**src/sv/spf_pkg.sv**
```systemverilog
// ----------------------------------------------------------------------------
// spf_pkg
// Shared types and constants for the sensor packet framer: opcodes,
// register indexes, header bundle and the beat descriptor of one item.
// ----------------------------------------------------------------------------
`timescale 1ns / 1ps

package spf_pkg;

    localparam int BYTE_W     = 8;
    localparam int MAX_BEATS  = 6;
    localparam int BEAT_IDX_W = $clog2(MAX_BEATS);
    localparam int CNT_W      = 16;
    localparam int CFG_IDX_W  = 2;

    // item opcodes
    typedef enum logic [1:0] {
        OP_START  = 2'd0,
        OP_DATA   = 2'd1,
        OP_FINISH = 2'd2,
        OP_RSVD   = 2'd3
    } op_t;

    // configuration register indexes
    typedef enum logic [CFG_IDX_W-1:0] {
        CFG_HDR_A = 2'd0,
        CFG_HDR_B = 2'd1,
        CFG_HDR_C = 2'd2,
        CFG_NONE  = 2'd3
    } cfg_idx_t;

    typedef logic [BYTE_W-1:0] byte_t;

    // configured header bytes
    typedef struct packed {
        byte_t hdr_a;
        byte_t hdr_b;
        byte_t hdr_c;
    } hdr_t;

    // all output beats caused by one item
    typedef struct packed {
        logic [MAX_BEATS-1:0][BYTE_W-1:0] bytes;
        logic [BEAT_IDX_W-1:0]            last_idx;
    } desc_t;

endpackage

```
**src/sv/spf_cfg_regs.sv**
```systemverilog
// ----------------------------------------------------------------------------
// spf_cfg_regs
// Header byte registers written over the configuration channel.
// ----------------------------------------------------------------------------
`timescale 1ns / 1ps

module spf_cfg_regs
    import spf_pkg::*;
(
    input  logic                 clk,
    input  logic                 rst_n,
    input  logic                 cfg_valid,
    output logic                 cfg_ready,
    input  logic [CFG_IDX_W-1:0] cfg_index,
    input  logic [BYTE_W-1:0]    cfg_data,
    output hdr_t                 hdr
);

    hdr_t hdr_reg;
    hdr_t hdr_next;

    assign cfg_ready = 1'b1;
    assign hdr       = hdr_reg;

    // register write decode, unknown index ignored
    always_comb
    begin
        hdr_next = hdr_reg;
        if (cfg_valid)
        begin
            unique case (cfg_idx_t'(cfg_index))
                CFG_HDR_A: hdr_next.hdr_a = cfg_data;
                CFG_HDR_B: hdr_next.hdr_b = cfg_data;
                CFG_HDR_C: hdr_next.hdr_c = cfg_data;
                default:   hdr_next = hdr_reg;
            endcase
        end
    end

    always_ff @(posedge clk or negedge rst_n)
    begin
        if (!rst_n)
        begin
            hdr_reg <= '0;
        end
        else
        begin
            hdr_reg <= hdr_next;
        end
    end

endmodule

```
**src/sv/spf_frame_state.sv**
```systemverilog
// ----------------------------------------------------------------------------
// spf_frame_state
// Frame counter and running checksum; turns one item into its beat list.
// ----------------------------------------------------------------------------
`timescale 1ns / 1ps

module spf_frame_state
    import spf_pkg::*;
(
    input  logic              clk,
    input  logic              rst_n,
    input  hdr_t              hdr,
    input  op_t               opcode,
    input  logic [BYTE_W-1:0] payload_length,
    input  logic [BYTE_W-1:0] data_byte,
    input  logic              load,
    output logic              has_result,
    output desc_t             desc
);

    logic [CNT_W-1:0]  counter_reg;
    logic [CNT_W-1:0]  counter_next;
    logic [BYTE_W-1:0] xor_reg;
    logic [BYTE_W-1:0] xor_next;
    logic [BYTE_W-1:0] cnt_lo;
    logic [BYTE_W-1:0] cnt_hi;

    assign cnt_lo = counter_reg[BYTE_W-1:0];
    assign cnt_hi = counter_reg[CNT_W-1:BYTE_W];

    // item decode into beats and next frame state
    always_comb
    begin
        desc         = '0;
        has_result   = 1'b0;
        counter_next = counter_reg;
        xor_next     = xor_reg;
        unique case (opcode)
            OP_START:
            begin
                has_result    = 1'b1;
                desc.bytes[0] = hdr.hdr_a;
                desc.bytes[1] = hdr.hdr_b;
                desc.bytes[2] = hdr.hdr_c;
                desc.bytes[3] = cnt_lo;
                desc.bytes[4] = cnt_hi;
                desc.bytes[5] = payload_length;
                desc.last_idx = BEAT_IDX_W'(MAX_BEATS - 1);
                xor_next      = hdr.hdr_a ^ hdr.hdr_b ^ hdr.hdr_c
                                ^ cnt_lo ^ cnt_hi ^ payload_length;
                counter_next  = counter_reg + CNT_W'(1);
            end
            OP_DATA:
            begin
                has_result    = 1'b1;
                desc.bytes[0] = data_byte;
                desc.last_idx = '0;
                xor_next      = xor_reg ^ data_byte;
            end
            OP_FINISH:
            begin
                has_result    = 1'b1;
                desc.bytes[0] = xor_reg;
                desc.bytes[1] = '0;
                desc.last_idx = BEAT_IDX_W'(1);
                xor_next      = '0;
            end
            default:
            begin
                has_result = 1'b0;
            end
        endcase
    end

    // state advances once per item handed on
    always_ff @(posedge clk or negedge rst_n)
    begin
        if (!rst_n)
        begin
            counter_reg <= '0;
            xor_reg     <= '0;
        end
        else if (load)
        begin
            counter_reg <= counter_next;
            xor_reg     <= xor_next;
        end
    end

endmodule

```
**src/sv/spf_emitter.sv**
```systemverilog
// ----------------------------------------------------------------------------
// spf_emitter
// Result register holding one item's beats; sends them one beat at a time.
// ----------------------------------------------------------------------------
`timescale 1ns / 1ps

module spf_emitter
    import spf_pkg::*;
(
    input  logic              clk,
    input  logic              rst_n,
    input  logic              load,
    input  desc_t             desc,
    output logic              free,
    output logic              out_valid,
    input  logic              out_stall,
    output logic [BYTE_W-1:0] out_byte,
    output logic              run_last
);

    logic                  valid_reg;
    desc_t                 desc_reg;
    logic [BEAT_IDX_W-1:0] idx_reg;
    logic                  at_last;
    logic                  beat_done;

    assign at_last   = (idx_reg == desc_reg.last_idx);
    assign beat_done = valid_reg && !out_stall;
    assign free      = !valid_reg || (beat_done && at_last);

    assign out_valid = valid_reg;
    assign out_byte  = desc_reg.bytes[idx_reg];
    assign run_last  = at_last;

    // beat valid and index
    always_ff @(posedge clk or negedge rst_n)
    begin
        if (!rst_n)
        begin
            valid_reg <= 1'b0;
            idx_reg   <= '0;
        end
        else if (load)
        begin
            valid_reg <= 1'b1;
            idx_reg   <= '0;
        end
        else if (beat_done)
        begin
            if (at_last)
            begin
                valid_reg <= 1'b0;
            end
            else
            begin
                idx_reg <= idx_reg + BEAT_IDX_W'(1);
            end
        end
    end

    // beat bytes
    always_ff @(posedge clk)
    begin
        if (load)
        begin
            desc_reg <= desc;
        end
    end

endmodule

```
**src/sv/sensor_packet_framer.sv**
```systemverilog
// ----------------------------------------------------------------------------
// sensor_packet_framer
// An item waits in the input register while the result register sends the
// last item's beats, one byte per beat: one for data, six for a start, two
// for a finish, none for a reserved opcode.
// Reset: asynchronous, clears header registers, frame counter and checksum.
// Builds telemetry frames: header, counter, length, payload, checksum, tail.
// ----------------------------------------------------------------------------
`timescale 1ns / 1ps

module sensor_packet_framer
    import spf_pkg::*;
(
    input  logic                 clk,
    input  logic                 rst_n,
    input  logic                 in_valid,
    output logic                 in_stall,
    input  logic [1:0]           opcode,
    input  logic [BYTE_W-1:0]    payload_length,
    input  logic [BYTE_W-1:0]    data_byte,
    output logic                 out_valid,
    input  logic                 out_stall,
    output logic [BYTE_W-1:0]    out_byte,
    output logic                 run_last,
    input  logic                 cfg_valid,
    output logic                 cfg_ready,
    input  logic [CFG_IDX_W-1:0] cfg_index,
    input  logic [BYTE_W-1:0]    cfg_data
);

    logic              item_valid_reg;
    op_t               op_reg;
    logic [BYTE_W-1:0] len_reg;
    logic [BYTE_W-1:0] data_reg;

    hdr_t              hdr;
    desc_t             desc;
    logic              has_result;
    logic              free;
    logic              advance;
    logic              in_accept;

    // item leaves the input register when the result side can take it, or when it makes no beats
    assign advance   = item_valid_reg && (free || !has_result);
    assign in_stall  = item_valid_reg && !advance;
    assign in_accept = in_valid && !in_stall;

    // input register
    always_ff @(posedge clk or negedge rst_n)
    begin
        if (!rst_n)
        begin
            item_valid_reg <= 1'b0;
        end
        else if (in_accept)
        begin
            item_valid_reg <= 1'b1;
        end
        else if (advance)
        begin
            item_valid_reg <= 1'b0;
        end
    end

    always_ff @(posedge clk)
    begin
        if (in_accept)
        begin
            op_reg   <= op_t'(opcode);
            len_reg  <= payload_length;
            data_reg <= data_byte;
        end
    end

    spf_cfg_regs u_cfg (
        .clk       (clk),
        .rst_n     (rst_n),
        .cfg_valid (cfg_valid),
        .cfg_ready (cfg_ready),
        .cfg_index (cfg_index),
        .cfg_data  (cfg_data),
        .hdr       (hdr)
    );

    spf_frame_state u_state (
        .clk            (clk),
        .rst_n          (rst_n),
        .hdr            (hdr),
        .opcode         (op_reg),
        .payload_length (len_reg),
        .data_byte      (data_reg),
        .load           (advance),
        .has_result     (has_result),
        .desc           (desc)
    );

    spf_emitter u_emit (
        .clk       (clk),
        .rst_n     (rst_n),
        .load      (advance && has_result),
        .desc      (desc),
        .free      (free),
        .out_valid (out_valid),
        .out_stall (out_stall),
        .out_byte  (out_byte),
        .run_last  (run_last)
    );

endmodule

```
**config.mk**
```make
export PLATFORM = sky130hd
export DESIGN_NAME = sensor_packet_framer
export DESIGN_NICKNAME = d
export VERILOG_FILES = /design/src/sv/spf_pkg.sv /design/src/sv/spf_cfg_regs.sv /design/src/sv/spf_frame_state.sv /design/src/sv/spf_emitter.sv /design/src/sv/sensor_packet_framer.sv
export SDC_FILE = /design/constraint.sdc
export NUM_CORES = 1
export LEC_CHECK = 0
export ABC_CLOCK_PERIOD_IN_PS = 2810
export BUFFER_PORTS_ARGS = -buffer_cell sky130_fd_sc_hd__clkbuf_2
export CAP_MARGIN = 0
export CORE_MARGIN = 2
export CORE_UTILIZATION = 55
export CTS_CLUSTER_SIZE = 12
export DETAILED_ROUTE_END_ITERATION = 7
export PLACE_DENSITY = 0.74
export SLEW_MARGIN = 20
export SYNTH_ARGS = -nofsm -noshare
export SYNTH_HDL_FRONTEND = slang
export SYNTH_HIERARCHICAL = 1
export SYNTH_SLANG_ARGS = --single-unit
```
**constraint.sdc**
```tcl
create_clock -name clk -period 2.81 [get_ports clk]
set_input_delay 0.281 -clock clk [delete_from_list [all_inputs] [get_ports clk]]
set_output_delay 0.281 -clock clk [all_outputs]
set_load 0.02 [all_outputs]
```
==> flow_metrics.tcl, run 1 <==
set metrics [dict create \
    status "complete, no violations" \
    place.gp.congestion 0.897 \
    setup_tns_ns 0 \
    use_met3_pct 5.47 \
    max_freq_mhz 399 \
    hold_viol_final 0 \
    clkTransAtPathRegs_ns 0.06 \
    synth.avg_cell_area_um2 13.7 \
    endpoint_kind "primary output" \
    async_flop_share_pct 43.4 \
    fin_skew_ns 0.0104 \
    top_usage_layer "met2" \
    critPathBufInv 3 \
    crit_chain "buf_4 > mux4_1 > inv_1 > o22ai_1 > clkbuf_2" \
    crit_arrival_ns 2.23 \
    numCtsBuffers 17 \
    grt_max_degree 51 \
    portBuffers 43 \
    synth-edff-count 69 \
    clock_sinks 122 \
    drv_slew 0 \
    syn_to_final_growth_pct 19.6 \
    grt_usage_pct 22.9 \
    io_pins 45 \
    synth_cell_types 50 \
    drc 0 \
    p_per_area_nw_per_um2 992 \
    drt.antenna.violating_nets 0 \
    syn_nets 469 \
    start_kind "register" \
    drive_gt1_share_pct 25.3 \
    dieArea_um2 11500 \
    firstDrtPassIters 5 \
    clk-insertion-delay-late_ns 0.52 \
    drt-vias-per-instance 5.57 \
    setup_viol 0 \
    antenna_found_initial 0 \
    tightest_slew_ns 0.641 \
    clockBufferDepth 2 \
    wirelength_um 11800 \
    critical_path.top_delay_family "multiplexers" \
    ys_seq_elements 122 \
    drtIter0Drc 272 \
    met2_usage_pct 34.3 \
    grt_overflow 0 \
    period_share_pct 89.2 \
    dp_hpwl_um 8140 \
    rsz0062_at_grt "false" \
    finalNetCount 542 \
    period_needed_ns 2.51 \
    ys_warn_count 6 \
    start_util_pct 56.6 \
    largest_reg_flops 51 \
    grtUsageMet1_pct 32.4 \
    die_x_um 107 \
    synthCells 428 \
    final_core_util_pct 67.7 \
    vias 3623 \
    p_leak_nw 2.87 \
    synth_ff_type "edfxtp_1" \
    slew_headroom_pct 57.3 \
    synth_seq_area_share_pct 58.2 \
    crit_path_max_incr_delay_ns 0.65 \
    ir_drop_mv 0.678 \
    fin_hold_ws_ns 0.0214 \
    cts_tree "done" \
    die_h_um 107 \
    cp_slowest_cell "mux4_1" \
    cap_violations 0 \
    core_um2 10300 \
    grt_pass1_wl_um 19500 \
    power.total_w 0.00693 \
    placed_cells 598 \
    stdcell_count 650 \
    crit_type "register to primary output" \
    grt_pass1_vias 3659 \
    synth.cell_area_um2 5840 \
    clockRootBuffer "clkbuf_8" \
    cts-htree-levels 4 \
    rows 37 \
    drt-wirelength-per-cell_um 18.2 \
    antennaDiodeCount 0 \
    crit_required_ns 2.53 \
    hold_class "input port to register" \
    path_max_fanout 20 \
]
## worst register-to-register path, stage by stage, from the launching register on
cell and delay, ns:
edfxtp_1 0.45, xor2_1 0.21, o41ai_2 0.46, inv_1 0.07, a21boi_0 0.27, buf_4 0.20, and3_1 0.19, nand4_1 0.10
nor4_1 0.29, xor2_1 0.18
## path summary, 6_finish.rpt
kind	startpoint	to	slack (ns)	cells after the start
min in group asynchronous	rst_n	u_emit/out_valid	0.32	2
max in group asynchronous	rst_n	u_cfg/hdr[21]	1.83	3
worst min register to register	u_state/counter_reg[15]	u_state/counter_reg[15]	0.54	1
worst max register to register	u_emit/desc_reg[0]	u_state/counter_reg[12]	0.31	9
worst max-delay path	u_emit/idx_reg[0]	out_byte[4]	0.30	5
worst min-delay path	cfg_data[4]	u_cfg/hdr[12]	0.02	2
## power by group
part	internal, W	leakage, nW	switching, W
Clock	0.00128	0.284	0.000800
Combinational	0.000950	1.27	0.00121
Sequential	0.00240	1.32	0.000293
## cells in the mapped netlist (all sizes together), types with 2 or more instances
library cell  instances  area share, %
nor3                  4           0.43
ha                    8            1.7
nor2b                11            1.2
clkbuf                7           0.45
mux4                  8            3.4
nand2                10           0.69
mux2i                 8            1.4
xnor2                36            5.5
dfrtp                53             23
edfxtp               69             35
nand3b                3           0.73
o22ai                 8           0.86
nand3                 9            1.2
xor2                 25            3.7
a22oi                10            1.3
nor4                  3           0.58
nand2b                5           0.54
a222oi                8            1.4
buf                  12            1.4
inv                  13           0.84
nand4                 6           0.64
mux2                 25            4.8
and2                 41            4.4
conb                  2           0.13
o21ai                18            1.5
nor2                 14           0.90
and3                  3           0.34
## stage by stage
stage | worst slack, ns | cell area (um^2)
2_1_floorplan | 0.343 | 5840
3_3_place_gp | 0.398 | 6210
3_5_place_dp | 0.269 | 6210
4_1_cts | 0.218 | 6990
5_1_grt | 0.0857 | 6990
6_report | 0.302 | 6990
## layout by cell type (no fill, tap or decap), drive strengths merged, types with 10 or more instances in the layout
cell type,n
o21ai,18
nor2b,11
and2,41
nand2,10
xnor2,36
inv,17
edfxtp,69
xor2,25
clkbuf,63
buf,10
a22oi,10
mux2,25
dlygate4sd3,20
dfrtp,53
nor2,14
## timing repair
item | 4_1_cts | 5_1_grt
hold buffers | 20 | 0
gates resized for setup | 0 | 1
setup buffers | 0 | 0
endpoints found under the hold margin | 41 | 0
setup endpoints to repair | 0 | 2
## metal layers
metal / up-vias / part of all wire [%]
met3: 14 / 5.1
met4: 0 / 1.5
met2: 124 / 47
met1: 1794 / 47
li1: 1691 / -
met5: - / 0
## cell families (layout without fill, tap and decap cells)
group | Yosys count | count (layout) | share of synthesized area [%]
buffers and inverters | 32 | 118 | 2.70
XOR/XNOR | 61 | 61 | 9.27
AO/OA/AOI/OAI | 48 | 48 | 5.85
adder cells (fa/ha/maj) | 8 | 8 | 1.71
other | 2 | 2 | 0.129
multiplexers | 41 | 41 | 9.59
flip-flops | 122 | 122 | 58.2
AND/OR/NAND/NOR | 114 | 114 | 12.6
## area by class of cell
class	instances	area, um^2
clock buffer	20	467
clock inverter	12	111
fill	732	3340
inverter	13	48.8
multi-input combinational	274	2290
sequential	122	3400
tap	136	170
timing repair buffer	73	503
No activity file was read; power rests on OpenSTA's default activity.
==> run 2: changes to the inputs <==
--- a/config.mk
+++ b/config.mk
@@ -5,7 +5,8 @@
 export SDC_FILE = /design/constraint.sdc
 export NUM_CORES = 1
 export LEC_CHECK = 0
-export ABC_CLOCK_PERIOD_IN_PS = 2810
+export ABC_AREA = 1
+export ABC_CLOCK_PERIOD_IN_PS = 3000
 export BUFFER_PORTS_ARGS = -buffer_cell sky130_fd_sc_hd__clkbuf_2
 export CAP_MARGIN = 0
 export CORE_MARGIN = 2
==> constraint.sdc (replaced) <==
create_clock -name clk -period 3 [get_ports clk]
set_input_delay 0.3 -clock clk [delete_from_list [all_inputs] [get_ports clk]]
set_output_delay 0.3 -clock clk [all_outputs]
set_load 0.02 [all_outputs]
==> run 2 against run 1 <==
Against the previous run: worst setup slack gained 0.11 ns; worst hold slack gained 0.039 ns; clock-buffer cell count shrank 2; synthesized cell count grew 88%; register-to-register slack gained 0.10 ns; clock skew shrank 0.0049 ns; power shrank 3.7%; synthesized area grew 13%; sequential share of layout area shrank 3.3 points; die area grew 12%; critical path depth grew 5.
==> flow_metrics.tcl, run 2 <==
set metrics [dict create \
    synth_ff_type "edfxtp_1" \
    synth-edff-count 69 \
    die_h_um 113 \
    p_leak_nw 3.94 \
    p_per_area_nw_per_um2 890 \
    drc 0 \
    finalNetCount 891 \
    cts-htree-levels 4 \
    async_flop_share_pct 43.4 \
    clkTransAtPathRegs_ns 0.06 \
    status "complete, no violations" \
    setup_tns_ns 0 \
    drv_slew 0 \
    grt_overflow 0 \
    start_util_pct 57.0 \
    dieArea_um2 12900 \
    layout_commonest_cell "nand2_1" \
    crit_arrival_ns 2.91 \
    dpl_cell_area_um2 6890 \
    fin_skew_ns 0.00554 \
    max_freq_mhz 386 \
    synth_seq_area_share_pct 51.6 \
    clockBufferDepth 2 \
    cts_tree "done" \
    antenna_found_initial 0 \
    drt-wirelength-per-cell_um 15.7 \
    clk-insertion-delay-late_ns 0.41 \
    design_area_um2 7500 \
    rows 39 \
    drtIter0Drc 658 \
    grt_max_degree 48 \
    wirelength_um 15800 \
    layout_common_cells "nand2_1 (295), inv_1 (121), edfxtp_1 (69), dfrtp_1 (53), nand3_1 (49)" \
    final_core_util_pct 64.9 \
    swShare_pct 37.0 \
    syn_to_final_growth_pct 13.9 \
    place.gp.congestion 0.891 \
    synth_top_area_share_pct 31.4 \
    io_pins 45 \
    grt_pass1_wl_um 25400 \
    fill_cells 964 \
    seqPwrFrac_pct 38.5 \
    synth.cell_area_um2 6590 \
    ir_drop_mv 0.359 \
    numCtsBuffers 17 \
    fin_hold_ws_ns 0.0607 \
    switching_power_w 0.00247 \
    synth_cell_types 33 \
    largest_reg_flops 51 \
    grt_usage_pct 25.7 \
    drt-vias-per-instance 5.44 \
    path_max_fanout 13 \
    crit_required_ns 3.32 \
    ys_warn_count 6 \
    synth.avg_cell_area_um2 8.20 \
    die_x_um 113 \
    rsz0062_at_grt "false" \
    start_kind "register" \
    synth_top_area_cell "edfxtp_1" \
    synth_common_cells "nand2_1 (295), inv_1 (122), edfxtp_1 (69)" \
    yosys.cell_count.top_type "nand2_1" \
    drive_gt1_share_pct 11.8 \
    firstDrtPassIters 5 \
    drt.antenna.violating_nets 0 \
    cap_violations 0 \
    portBuffers 43 \
    period_needed_ns 2.59 \
    antennaDiodeCount 0 \
    core_um2 11600 \
    hold_viol_final 0 \
    hold_class "input port to register" \
    crit_type "register to register" \
    endpoint_kind "register" \
    cts_resized 0 \
    clockRootBuffer "clkbuf_16" \
    syn_nets 845 \
    ys_seq_elements 122 \
    clock_sinks 122 \
    period_share_pct 86.3 \
    setup_viol 0 \
    p_int_w 0.00421 \
    synthCells 804 \
    tightest_slew_ns 0.623 \
    dp_hpwl_um 11500 \
    vias 5476 \
    synth_area_leaders "edfxtp_1 (31%), dfrtp_1 (20%), nand2_1 (17%)" \
    combinationalPowerShare_pct 30.6 \
    grt_pass1_vias 5187 \
    slew_headroom_pct 58.5 \
    pwr-share-clk_pct 30.9 \
]
run 2: changes by cell type in the layout (fill, tap and decap cells not counted), sizes merged, moves of 15 or more:
cell,before,now
nand2,10,296
inv,17,131
nand3,9,56
and2,41,0
nor2,14,49
mux2,25,0
xnor2,36,11
dlygate4sd3,20,1
a21oi,0,18
nand4,6,21
run 2: repair_timing:
action | CTS | global route
setup buffers | 0 | 0
hold buffers | 1 | 0
endpoints found under the hold margin | 24 | 0
run 2: cell families after synthesis:
group	Yosys count	share of synthesized area [%]
XOR/XNOR	29	3.85
AND/OR/NAND/NOR	429	28.1
flip-flops	122	51.6
AO/OA/AOI/OAI	61	5.15
adder cells (fa/ha/maj)	8	1.52
other	2	0.114
buffers and inverters	153	9.72
run 2: path summary, 6_finish.rpt:
path	slack, ns	startpoint	cells past startpoint	to
max	0.41	u_emit/idx_reg[1]	10	u_state/counter_reg[7]
min	0.06	payload_length[6]	1	len_reg[6]
max reg2reg	0.41	u_emit/idx_reg[1]	10	u_state/counter_reg[7]
max in group asynchronous	1.91	rst_n	3	item_valid_reg
min in group asynchronous	0.44	rst_n	2	u_cfg/hdr[6]
min reg2reg	0.57	u_cfg/hdr[8]	2	u_cfg/hdr[8]
run 2: critical path: stages (launching register included):
cell and delay (ns):
dfrtp_1 0.63, xnor2_1 0.18, nand3_2 0.16, o21ai_2 0.23
inv_1 0.10, a21oi_1 0.34, nand2_1 0.18, inv_1 0.19
nand2_1 0.11, nor2_1 0.18, xor2_1 0.20
run 2: layout make-up:
cell class | instances | area [um^2] | area share, %
Clock inverter | 14 | 173 | 2.30
Clock buffer | 18 | 429 | 5.72
Tap cell | 143 | 179 | 2.38
Sequential cell | 122 | 3400 | 45.3
Inverter | 129 | 484 | 6.45
Timing Repair Buffer | 51 | 290 | 3.87
Multi-Input combinational cell | 529 | 2550 | 34.0
run 2: through the flow:
stage          power [W]  setup WS (ns)  instances
3_3_place_gp     0.00452          0.598        973
4_1_cts          0.00668          0.435       1006
6_report         0.00668          0.411       1006
3_5_place_dp     0.00461          0.515        973
5_1_grt          0.00705          0.112       1006
2_1_floorplan    0.00398          0.242        804
run 2: layer usage:
layer  GRT usage [%]  wire length, um
met2            40.9             7400
met4            11.5              607
met1            34.0             6780
met5               0                0
met3            5.90             1040
run 2: power by group through the flow:
stage	logic [W]	registers (W)	clock network (W)
CTS	0.00203	0.00256	0.00209
finish	0.00204	0.00257	0.00207
global route	0.00227	0.00262	0.00217
global placement	0.00195	0.00257	0
detailed placement	0.00202	0.00259	0
floorplan	0.00151	0.00247	0
